[config.mk]
export PLATFORM = sky130hd
export DESIGN_NAME = circular_list_append_delete_core
export DESIGN_NICKNAME = d
export VERILOG_FILES = /design/src/design/clad_pkg.sv /design/src/design/clad_ctrl.sv /design/src/design/clad_dp.sv /design/src/design/circular_list_append_delete_core.sv
export VERILOG_INCLUDE_DIRS = /design/src /design/src/design
export SDC_FILE = /design/constraint.sdc
export NUM_CORES = 1
export LEC_CHECK = 0
export BUFFER_PORTS_ARGS = -buffer_cell sky130_fd_sc_hd__buf_4
export CAP_MARGIN = 10
export CORE_ASPECT_RATIO = 2
export CORE_MARGIN = 2
export CORE_UTILIZATION = 55
export CTS_BUF_LIST = sky130_fd_sc_hd__clkbuf_4 sky130_fd_sc_hd__clkbuf_8
export CTS_CLUSTER_DIAMETER = 40
export DETAILED_ROUTE_END_ITERATION = 7
export GPL_TIMING_DRIVEN = 0
export PLACE_DENSITY = 0.75
export SKIP_CTS_REPAIR_TIMING = 1
export SYNTH_ARGS = -nofsm -noshare
export SYNTH_HDL_FRONTEND = slang
export SYNTH_SLANG_ARGS = --single-unit
[constraint.sdc]
create_clock -name clk_i -period 3.7 [get_ports clk_i]
set_input_delay 0.37 -clock clk_i [delete_from_list [all_inputs] [get_ports clk_i]]
set_output_delay 0.37 -clock clk_i [all_outputs]
set_load 0.01 [all_outputs]
[src/design/circular_list_append_delete_core_macros.svh]
// Assertion macros shared by the list core.
// Every macro samples on clk_i and is disabled while rst_ni is low.
`ifndef CIRCULAR_LIST_APPEND_DELETE_CORE_MACROS_SVH
`define CIRCULAR_LIST_APPEND_DELETE_CORE_MACROS_SVH

// The condition must hold at every clock edge.
`define CLAD_ASSERT_ALWAYS(lbl, cond, msg) \
  lbl: assert property (@(posedge clk_i) disable iff (!rst_ni) (cond)) else $error(msg);

// When the antecedent holds, the consequent holds in the same cycle.
`define CLAD_ASSERT_IMPL(lbl, ante, cons, msg) \
  lbl: assert property (@(posedge clk_i) disable iff (!rst_ni) (ante) |-> (cons)) \
    else $error(msg);

// When the antecedent holds, the consequent holds in the next cycle.
`define CLAD_ASSERT_NEXT(lbl, ante, cons, msg) \
  lbl: assert property (@(posedge clk_i) disable iff (!rst_ni) (ante) |=> (cons)) \
    else $error(msg);

`endif

[src/design/clad_pkg.sv]
package clad_pkg;

  // Default number of node slots.
  localparam int unsigned CAPACITY_DEF = 16;

  // Width of the index and count result fields.
  localparam int unsigned IDX_W = 7;

  // Operation codes of an input item.
  localparam logic [1:0] KIND_APPEND = 2'd0;
  localparam logic [1:0] KIND_DELETE = 2'd1;
  localparam logic [1:0] KIND_DUMP   = 2'd2;

  // Status codes of a result item.
  localparam logic [1:0] ST_OK      = 2'd0;
  localparam logic [1:0] ST_INVALID = 2'd1;
  localparam logic [1:0] ST_FULL    = 2'd2;
  localparam logic [1:0] ST_EMPTY   = 2'd3;

  // One input item.
  typedef struct packed {
    logic [1:0]         kind;
    logic signed [31:0] value;
    logic [7:0]         position;
  } in_item_t;

  // One result item.
  typedef struct packed {
    logic [1:0]         status;
    logic signed [31:0] item_value;
    logic [IDX_W-1:0]   item_index;
    logic [IDX_W-1:0]   count;
    logic               last_of_run;
  } out_item_t;

  // Commands from the controller to the datapath.
  typedef struct packed {
    logic start_app;
    logic start_del;
    logic start_dump;
    logic emit_full;
    logic emit_invalid;
    logic emit_empty;
    logic app_link;
    logic app_tail;
    logic walk_step;
    logic del_finish;
    logic dump_step;
  } cmd_t;

  // Status from the datapath to the controller.
  typedef struct packed {
    logic full;
    logic empty;
    logic pos_bad;
    logic walk_hit;
    logic dump_last;
  } sts_t;

endpackage

[src/design/clad_ctrl.sv]
module clad_ctrl (
  input  logic            clk_i,
  input  logic            rst_ni,
  input  logic            start,
  input  logic [1:0]      kind_i,
  input  clad_pkg::sts_t  sts_i,
  output clad_pkg::cmd_t  cmd_o,
  output logic            busy_o
);

  localparam logic [2:0] S_IDLE     = 3'd0;
  localparam logic [2:0] S_APP_LINK = 3'd1;
  localparam logic [2:0] S_APP_TAIL = 3'd2;
  localparam logic [2:0] S_DEL_WALK = 3'd3;
  localparam logic [2:0] S_DUMP     = 3'd4;

  logic [2:0] state_q, state_d;

  // Next state and command decode.
  always_comb begin
    state_d = state_q;
    cmd_o   = '0;
    case (state_q)
      S_IDLE: begin
        if (start) begin
          case (kind_i)
            clad_pkg::KIND_APPEND: begin
              if (sts_i.full) begin
                cmd_o.emit_full = 1'b1;
              end else begin
                cmd_o.start_app = 1'b1;
                state_d = S_APP_LINK;
              end
            end
            clad_pkg::KIND_DELETE: begin
              if (sts_i.pos_bad) begin
                cmd_o.emit_invalid = 1'b1;
              end else begin
                cmd_o.start_del = 1'b1;
                state_d = S_DEL_WALK;
              end
            end
            clad_pkg::KIND_DUMP: begin
              if (sts_i.empty) begin
                cmd_o.emit_empty = 1'b1;
              end else begin
                cmd_o.start_dump = 1'b1;
                state_d = S_DUMP;
              end
            end
            default: begin
              state_d = S_IDLE;
            end
          endcase
        end
      end
      S_APP_LINK: begin
        cmd_o.app_link = 1'b1;
        state_d = S_APP_TAIL;
      end
      S_APP_TAIL: begin
        cmd_o.app_tail = 1'b1;
        state_d = S_IDLE;
      end
      S_DEL_WALK: begin
        if (sts_i.walk_hit) begin
          cmd_o.del_finish = 1'b1;
          state_d = S_IDLE;
        end else begin
          cmd_o.walk_step = 1'b1;
        end
      end
      S_DUMP: begin
        cmd_o.dump_step = 1'b1;
        if (sts_i.dump_last) begin
          state_d = S_IDLE;
        end
      end
      default: begin
        state_d = S_IDLE;
      end
    endcase
  end

  // State register.
  always_ff @(posedge clk_i or negedge rst_ni) begin
    if (!rst_ni) begin
      state_q <= S_IDLE;
    end else begin
      state_q <= state_d;
    end
  end

  assign busy_o = (state_q != S_IDLE);

endmodule

[src/design/clad_dp.sv]
`include "circular_list_append_delete_core_macros.svh"

module clad_dp #(
  parameter int unsigned CAPACITY = clad_pkg::CAPACITY_DEF
) (
  input  logic                clk_i,
  input  logic                rst_ni,
  input  clad_pkg::in_item_t  item_i,
  input  clad_pkg::cmd_t      cmd_i,
  output clad_pkg::sts_t      sts_o,
  output logic                result_valid_o,
  output clad_pkg::out_item_t result_o
);

  localparam int unsigned SW = $clog2(CAPACITY);
  localparam int unsigned CW = $clog2(CAPACITY + 1);
  localparam int unsigned IW = clad_pkg::IDX_W;

  // Slot memories and the stack of released slots.
  logic signed [31:0] val_mem  [CAPACITY];
  logic [SW-1:0]      next_mem [CAPACITY];
  logic [SW-1:0]      free_mem [CAPACITY];

  logic [SW-1:0]      head_q, tail_q, slot_q, prev_q, cur_q;
  logic [CW-1:0]      count_q, sp_q, fresh_q;
  logic [IW-1:0]      idx_q, pos_q;
  logic signed [31:0] val_q;
  logic signed [31:0] val_rd_q;
  logic [SW-1:0]      next_rd_q, free_rd_q;

  logic [SW-1:0]      rd_addr;
  logic [CW-1:0]      sp_dec;
  logic [SW-1:0]      new_slot;
  logic               nx_we;
  logic [SW-1:0]      nx_waddr, nx_wdata;

  logic                out_valid_q, out_valid_d;
  clad_pkg::out_item_t out_q, out_d;

  // Status toward the controller.
  assign sts_o.full      = (count_q == CW'(CAPACITY));
  assign sts_o.empty     = (count_q == '0);
  assign sts_o.pos_bad   = (item_i.position == 8'd0) ||
                           ({1'b0, item_i.position} > 9'(count_q));
  assign sts_o.walk_hit  = (idx_q == pos_q);
  assign sts_o.dump_last = (idx_q == IW'(count_q));

  // A released slot is reused first; otherwise the next never-used slot is taken.
  assign sp_dec   = sp_q - CW'(1);
  assign new_slot = (sp_q != '0) ? free_rd_q : fresh_q[SW-1:0];

  // Walk read address: the head to begin, then the link just read.
  always_comb begin
    if (cmd_i.start_del || cmd_i.start_dump) begin
      rd_addr = head_q;
    end else if (cmd_i.walk_step || cmd_i.dump_step) begin
      rd_addr = next_rd_q;
    end else begin
      rd_addr = cur_q;
    end
  end

  // Link memory write port.
  always_comb begin
    nx_we    = 1'b0;
    nx_waddr = new_slot;
    nx_wdata = (count_q == '0) ? new_slot : head_q;
    if (cmd_i.app_link) begin
      nx_we = 1'b1;
    end else if (cmd_i.app_tail && (count_q != '0)) begin
      nx_we    = 1'b1;
      nx_waddr = tail_q;
      nx_wdata = slot_q;
    end else if (cmd_i.del_finish && (count_q != CW'(1))) begin
      nx_we    = 1'b1;
      nx_waddr = prev_q;
      nx_wdata = next_rd_q;
    end
  end

  // Memory ports with registered read data.
  always_ff @(posedge clk_i) begin
    if (cmd_i.app_link) begin
      val_mem[new_slot] <= val_q;
    end
    val_rd_q <= val_mem[rd_addr];
  end

  always_ff @(posedge clk_i) begin
    if (nx_we) begin
      next_mem[nx_waddr] <= nx_wdata;
    end
    next_rd_q <= next_mem[rd_addr];
  end

  always_ff @(posedge clk_i) begin
    if (cmd_i.del_finish) begin
      free_mem[sp_q[SW-1:0]] <= cur_q;
    end
    free_rd_q <= free_mem[sp_dec[SW-1:0]];
  end

  // List bookkeeping.
  always_ff @(posedge clk_i or negedge rst_ni) begin
    if (!rst_ni) begin
      head_q  <= '0;
      tail_q  <= '0;
      count_q <= '0;
      sp_q    <= '0;
      fresh_q <= '0;
    end else begin
      if (cmd_i.app_link) begin
        if (sp_q != '0) begin
          sp_q <= sp_dec;
        end else begin
          fresh_q <= fresh_q + CW'(1);
        end
      end
      if (cmd_i.app_tail) begin
        if (count_q == '0) begin
          head_q <= slot_q;
        end
        tail_q  <= slot_q;
        count_q <= count_q + CW'(1);
      end
      if (cmd_i.del_finish) begin
        if (count_q == CW'(1)) begin
          head_q <= '0;
          tail_q <= '0;
        end else begin
          if (pos_q == IW'(1)) begin
            head_q <= next_rd_q;
          end
          if (pos_q == IW'(count_q)) begin
            tail_q <= prev_q;
          end
        end
        sp_q    <= sp_q + CW'(1);
        count_q <= count_q - CW'(1);
      end
    end
  end

  // Per-item working registers.
  always_ff @(posedge clk_i) begin
    if (cmd_i.start_app) begin
      val_q <= item_i.value;
    end
    if (cmd_i.app_link) begin
      slot_q <= new_slot;
    end
    if (cmd_i.start_del) begin
      pos_q  <= item_i.position[IW-1:0];
      prev_q <= tail_q;
      cur_q  <= head_q;
    end
    if (cmd_i.start_del || cmd_i.start_dump) begin
      idx_q <= IW'(1);
    end
    if (cmd_i.walk_step) begin
      prev_q <= cur_q;
      cur_q  <= next_rd_q;
    end
    if (cmd_i.walk_step || cmd_i.dump_step) begin
      idx_q <= idx_q + IW'(1);
    end
  end

  // Result item selection.
  always_comb begin
    out_valid_d       = 1'b1;
    out_d.status      = clad_pkg::ST_OK;
    out_d.item_value  = '0;
    out_d.item_index  = '0;
    out_d.count       = IW'(count_q);
    out_d.last_of_run = 1'b1;
    if (cmd_i.emit_full) begin
      out_d.status = clad_pkg::ST_FULL;
    end else if (cmd_i.emit_invalid) begin
      out_d.status = clad_pkg::ST_INVALID;
    end else if (cmd_i.emit_empty) begin
      out_d.status = clad_pkg::ST_EMPTY;
    end else if (cmd_i.app_tail) begin
      out_d.count = IW'(count_q) + IW'(1);
    end else if (cmd_i.del_finish) begin
      out_d.item_value = val_rd_q;
      out_d.item_index = pos_q;
      out_d.count      = IW'(count_q) - IW'(1);
    end else if (cmd_i.dump_step) begin
      out_d.item_value  = val_rd_q;
      out_d.item_index  = idx_q;
      out_d.last_of_run = sts_o.dump_last;
    end else begin
      out_valid_d = 1'b0;
    end
  end

  // Output register: each result shows for one cycle.
  always_ff @(posedge clk_i or negedge rst_ni) begin
    if (!rst_ni) begin
      out_valid_q <= 1'b0;
    end else begin
      out_valid_q <= out_valid_d;
    end
  end

  always_ff @(posedge clk_i) begin
    if (out_valid_d) begin
      out_q <= out_d;
    end
  end

  assign result_valid_o = out_valid_q;
  assign result_o       = out_q;

  // The element count never passes the number of slots.
  `CLAD_ASSERT_ALWAYS(a_count_bound, count_q <= CW'(CAPACITY), "count above capacity")
  // Every slot ever taken is in the list, on the release stack, or being linked in.
  `CLAD_ASSERT_ALWAYS(a_slot_accounting, fresh_q == count_q + sp_q + CW'(cmd_i.app_tail), "slots")
  // An empty list keeps both ends at slot zero.
  `CLAD_ASSERT_IMPL(a_empty_ends, count_q == '0, (head_q == '0) && (tail_q == '0), "ends not cleared")
  // A finished delete removes exactly one element.
  `CLAD_ASSERT_NEXT(a_del_count, cmd_i.del_finish, count_q == $past(count_q) - CW'(1), "delete count")

endmodule

[src/design/circular_list_append_delete_core.sv]
// Circular singly linked list core: append, delete at position, dump.
// Results are registered; a rejected item is answered straight from idle, an append
// passes the link and tail states, a delete walks one link read per cycle to its position,
// and a dump emits one element per cycle; busy stays high until the last result.
// A new item is taken only in idle, once the previous item is through and busy is low.
// Reset empties the list at once; the slot memories need no clearing pass.
module circular_list_append_delete_core #(
  parameter int unsigned CAPACITY = clad_pkg::CAPACITY_DEF
) (
  input  logic                clk_i,
  input  logic                rst_ni,
  input  logic                start,
  output logic                busy,
  input  clad_pkg::in_item_t  item_i,
  output logic                result_valid_o,
  output clad_pkg::out_item_t result_o
);

  clad_pkg::cmd_t cmd;
  clad_pkg::sts_t sts;

  // Operation sequencing.
  clad_ctrl u_ctrl (
    .clk_i  (clk_i),
    .rst_ni (rst_ni),
    .start  (start),
    .kind_i (item_i.kind),
    .sts_i  (sts),
    .cmd_o  (cmd),
    .busy_o (busy)
  );

  // Slot memories, list pointers and the result register.
  clad_dp #(
    .CAPACITY (CAPACITY)
  ) u_dp (
    .clk_i          (clk_i),
    .rst_ni         (rst_ni),
    .item_i         (item_i),
    .cmd_i          (cmd),
    .sts_o          (sts),
    .result_valid_o (result_valid_o),
    .result_o       (result_o)
  );

endmodule

==> impl_metrics.py <==
metrics = {
    "timing": {
        "finalClockSkew_ps": 56.0,
        "max_freq_ghz": 0.256,
        "hold_viol_final": 0,
        "tightest_slew_ps": 1010,
        "relSlewSlack_pct": 32.3,
        "period_minus_slack_ps": 3910,
        "setup_ws_ps": -211,
        "finalMaxSlewViolations": 0,
        "period_share_pct": 106,
        "setup_viol": 23,
        "grt_setup_unrepaired": "true",
    },
    "power": {
        "p_switching_w": 0.0113,
        "pwr-share-comb_pct": 36.9,
        "swShare_pct": 37.4,
        "irDropWorstVdd_uv": 496,
        "power.density_nw_per_um2": 792,
        "pwr-share-seq_pct": 40.4,
        "clock_power_share_pct": 22.7,
        "power_w": 0.0302,
        "p_int_w": 0.0189,
        "power.leakage_nw": 13.1,
    },
    "placed_design": {
        "pre_cts_slack_ps": -1210,
        "portBuffers": 95,
        "post_dp_cell_area_um2": 33900,
        "dpl.hpwl_mm": 60.9,
        "gp_congestion": 0.943,
        "dp_cells": 3008,
    },
    "floorplan": {
        "fp.dieH_um": 344,
        "initial_core_util_pct": 55.5,
        "die_w_um": 174,
        "dieArea_um2": 59700,
        "rows": 124,
        "coreArea_um2": 57100,
        "ioPinCount": 96,
    },
    "synthesis": {
        "syn_nets": 2201,
        "synth_top_family_by_area": "compound AO/OA/AOI/OAI gates",
        "yosys.area_share.adder_pct": 0.774,
        "synth_mux_area_share_pct": 2.61,
        "synth_warnings": 0,
        "synth_top_cell_area_share_pct": 70.8,
        "yosys.area_share.simple_pct": 7.70,
        "synthTopCellsByArea": "edfxtp_1 71%, a21oi_1 4.8%, a221oi_1 4.0%",
        "synth-edff-count": 747,
        "syn_area_um2": 31700,
        "synth.avg_cell_area_um2": 14.8,
        "synth_compound_area_share_pct": 10.2,
        "async_flop_share_pct": 3.20,
        "yosysTopAreaCell": "edfxtp_1",
        "synthXorXnorAreaFrac_pct": 1.02,
        "synth_flop_cell": "edfxtp_1",
        "netlist_instances": 2137,
        "ys_ff_latch": 813,
        "ys_seq_area_share_pct": 75.3,
        "ys_types": 55,
    },
    "min_path": {
        "hp-class": "in -> async",
    },
    "setup_path": {
        "cpMostUsedCell": "buf_12",
        "max_stage_delay_ps": 530,
        "start_kind": "flop",
        "worstReg2RegStart": "u_dp.count_q[1]",
        "endpoint_kind": "flop",
        "crit_required_ps": 4370,
        "path_cells": "clkinvlp_4, ha_1, nor2b_1, o211ai_1, a21oi_2, o31a_1, buf_12, mux2i_4, buf_12, clkbuf_2, buf_2, nand2_1, a221oi_2, or4_1",
        "cp.arrival_ps": 4580,
        "path_class": "reg -> reg",
        "critPathMaxFanout": 11,
        "slowest_stage": "a221oi_2",
        "startpoint": "u_dp.count_q[1]",
    },
    "global_route": {
        "grt_pass1_vias": 21200,
        "antenna_found_initial": 1,
        "overflow": 0,
        "grt_pass1_wl_mm": 134,
        "grt_use_met2_pct": 55.1,
        "grt-busiest-layer": "met2",
        "grt_max_degree": 27,
        "grtUsageTotal_pct": 31.0,
        "use_met1_pct": 32.3,
        "gr-usage-met3_pct": 5.63,
    },
    "layout": {
        "stdcell_count": 3312,
        "drive_gt1_share_pct": 26.0,
        "nNetsFinal": 2526,
        "nFillCells": 3811,
        "area_growth_pct": 20.1,
        "utilization_pct": 66.7,
        "final_common_cell": "edfxtp_1",
        "mostFrequentLayoutCells": "747 x edfxtp_1, 335 x nand2_1, 255 x a21oi_1, 174 x buf_4, 121 x a221oi_1",
        "finish.instance_area_um2": 38100,
    },
    "cts": {
        "clock_latency_ps": 750,
        "clkSlewWorstSetupHoldPaths_ps": 70,
        "cts_buffer_depth": 3,
        "numCtsBuffers": 106,
        "cts_tree": "built",
        "clock-sinks": 813,
        "root_buffer": "clkbuf_8",
        "htree_num_levels": 3,
    },
    "routing": {
        "drt.antenna.violating_nets": 0,
        "drtIter0Drc": 3051,
        "wl_mm": 96.8,
        "vias": 21800,
        "drt-vias-per-instance": 6.58,
        "drc": 0,
        "wl_per_cell_um": 29.2,
        "first_pass_iters": 8,
    },
    "run": {
        "cap_viol_max_count": 0,
    },
    "outcome": {
        "violations": "setup timing",
        "status": "finished, violations left",
    },
}
[path summary, 6_finish.rpt]
kind,slack (ps),to,cells after the start
min,110,u_dp.fresh_q[2],2
min in group clk_i,130,u_dp.result_o[48],3
min reg2reg,510,u_dp.result_o[21],1
max in group asynchronous,3270,u_dp.result_valid_o,2
max reg2reg,-210,u_dp.val_rd_q[1],14
max,-210,u_dp.val_rd_q[1],14
[area by class of cell]
class,instances,area (um^2),share of cell area [%]
Inverter,19,86.3,0.227
Buffer,127,937,2.46
Clock inverter,52,345,0.907
Timing Repair Buffer,220,2120,5.58
Antenna cell,2,5.00,0.0131
Clock buffer,148,1840,4.82
Sequential cell,813,23900,62.7
Multi-Input combinational cell,1175,7920,20.8
Tap cell,756,946,2.48
[sequential cells by signal, indices dropped and copies added (netlist names)]
name,count
u_ctrl.state_q,3
u_dp.count_q,5
u_dp.cur_q,4
u_dp.free_mem,64
u_dp.free_rd_q,4
u_dp.fresh_q,4
u_dp.head_q,4
u_dp.idx_q,7
u_dp.next_mem,64
u_dp.next_rd_q,4
u_dp.pos_q,7
u_dp.prev_q,4
u_dp.result_o,49
u_dp.result_valid_o,1
u_dp.slot_q,4
u_dp.sp_q,5
u_dp.tail_q,4
u_dp.val_mem,512
u_dp.val_q,32
u_dp.val_rd_q,32
[through the flow]
stage | hold WS [ps] | setup TNS [ps]
floorplan | 74.4 | -101110
global placement | 315 | -1350260
detailed placement | 322 | -334290
CTS | -466 | -351450
global route | 123 | -1930
finish | 109 | -940
[cell usage after synthesis, types with 2 or more instances]
cell / instances
a21o_1: 2
dfxtp_1: 40
nand3_1: 8
mux2_2: 16
a221oi_1: 146
a22o_1: 6
xor2_1: 7
nor2b_1: 36
nor3_1: 16
edfxtp_1: 747
or4_1: 37
nand3b_1: 2
buf_6: 15
a21oi_1: 306
nand2_1: 340
a21oi_2: 6
inv_1: 18
nand4_1: 7
clkbuf_1: 62
a211oi_1: 6
dfrtp_1: 26
nor4_1: 2
buf_4: 2
or3b_2: 2
o22ai_1: 7
a21boi_0: 2
ha_1: 18
o211ai_1: 4
mux4_2: 20
a221o_1: 3
nand2b_1: 5
mux2i_1: 18
nor2_1: 82
o21bai_1: 2
buf_1: 6
o21ai_0: 17
buf_2: 46
xnor2_1: 30
a31oi_1: 2
nor3b_1: 2
and2_1: 4
[worst max-delay path, delay by kind of cell, from the launching register on]
family / cells / cell delay [ps]
buf+inv: 5 / 1180
compound gates: 4 / 1100
simple gates: 3 / 470
flops: 1 / 450
fa+ha+maj: 1 / 320
mux: 1 / 260
[cell families (layout without fill, tap and decap cells)]
kind of cell | Yosys count | in the layout
compound gates | 512 | 512
xor+xnor | 37 | 37
fa+ha+maj | 19 | 19
buf+inv | 151 | 566
flops | 813 | 813
mux | 55 | 57
other cells | 0 | 2
simple gates | 550 | 550
[metal layers]
metal	part of all wire, %	vias to the layer above	wire [um]
li1	-	8879	-
met1	30	10700	29100
met2	50	1675	48800
met3	9.2	570	8870
met4	10	0	10000
met5	0	-	0
[power groups by stage]
stage	clock network (W)	logic, W	registers, W
2_1_floorplan	0	0.00518	0.0123
3_3_place_gp	0	0.00868	0.0123
3_5_place_dp	0	0.00923	0.0123
4_1_cts	0.00683	0.00928	0.0121
5_1_grt	0.00717	0.0115	0.0123
6_report	0.00684	0.0111	0.0122
(Power assumes the default switching activity.)
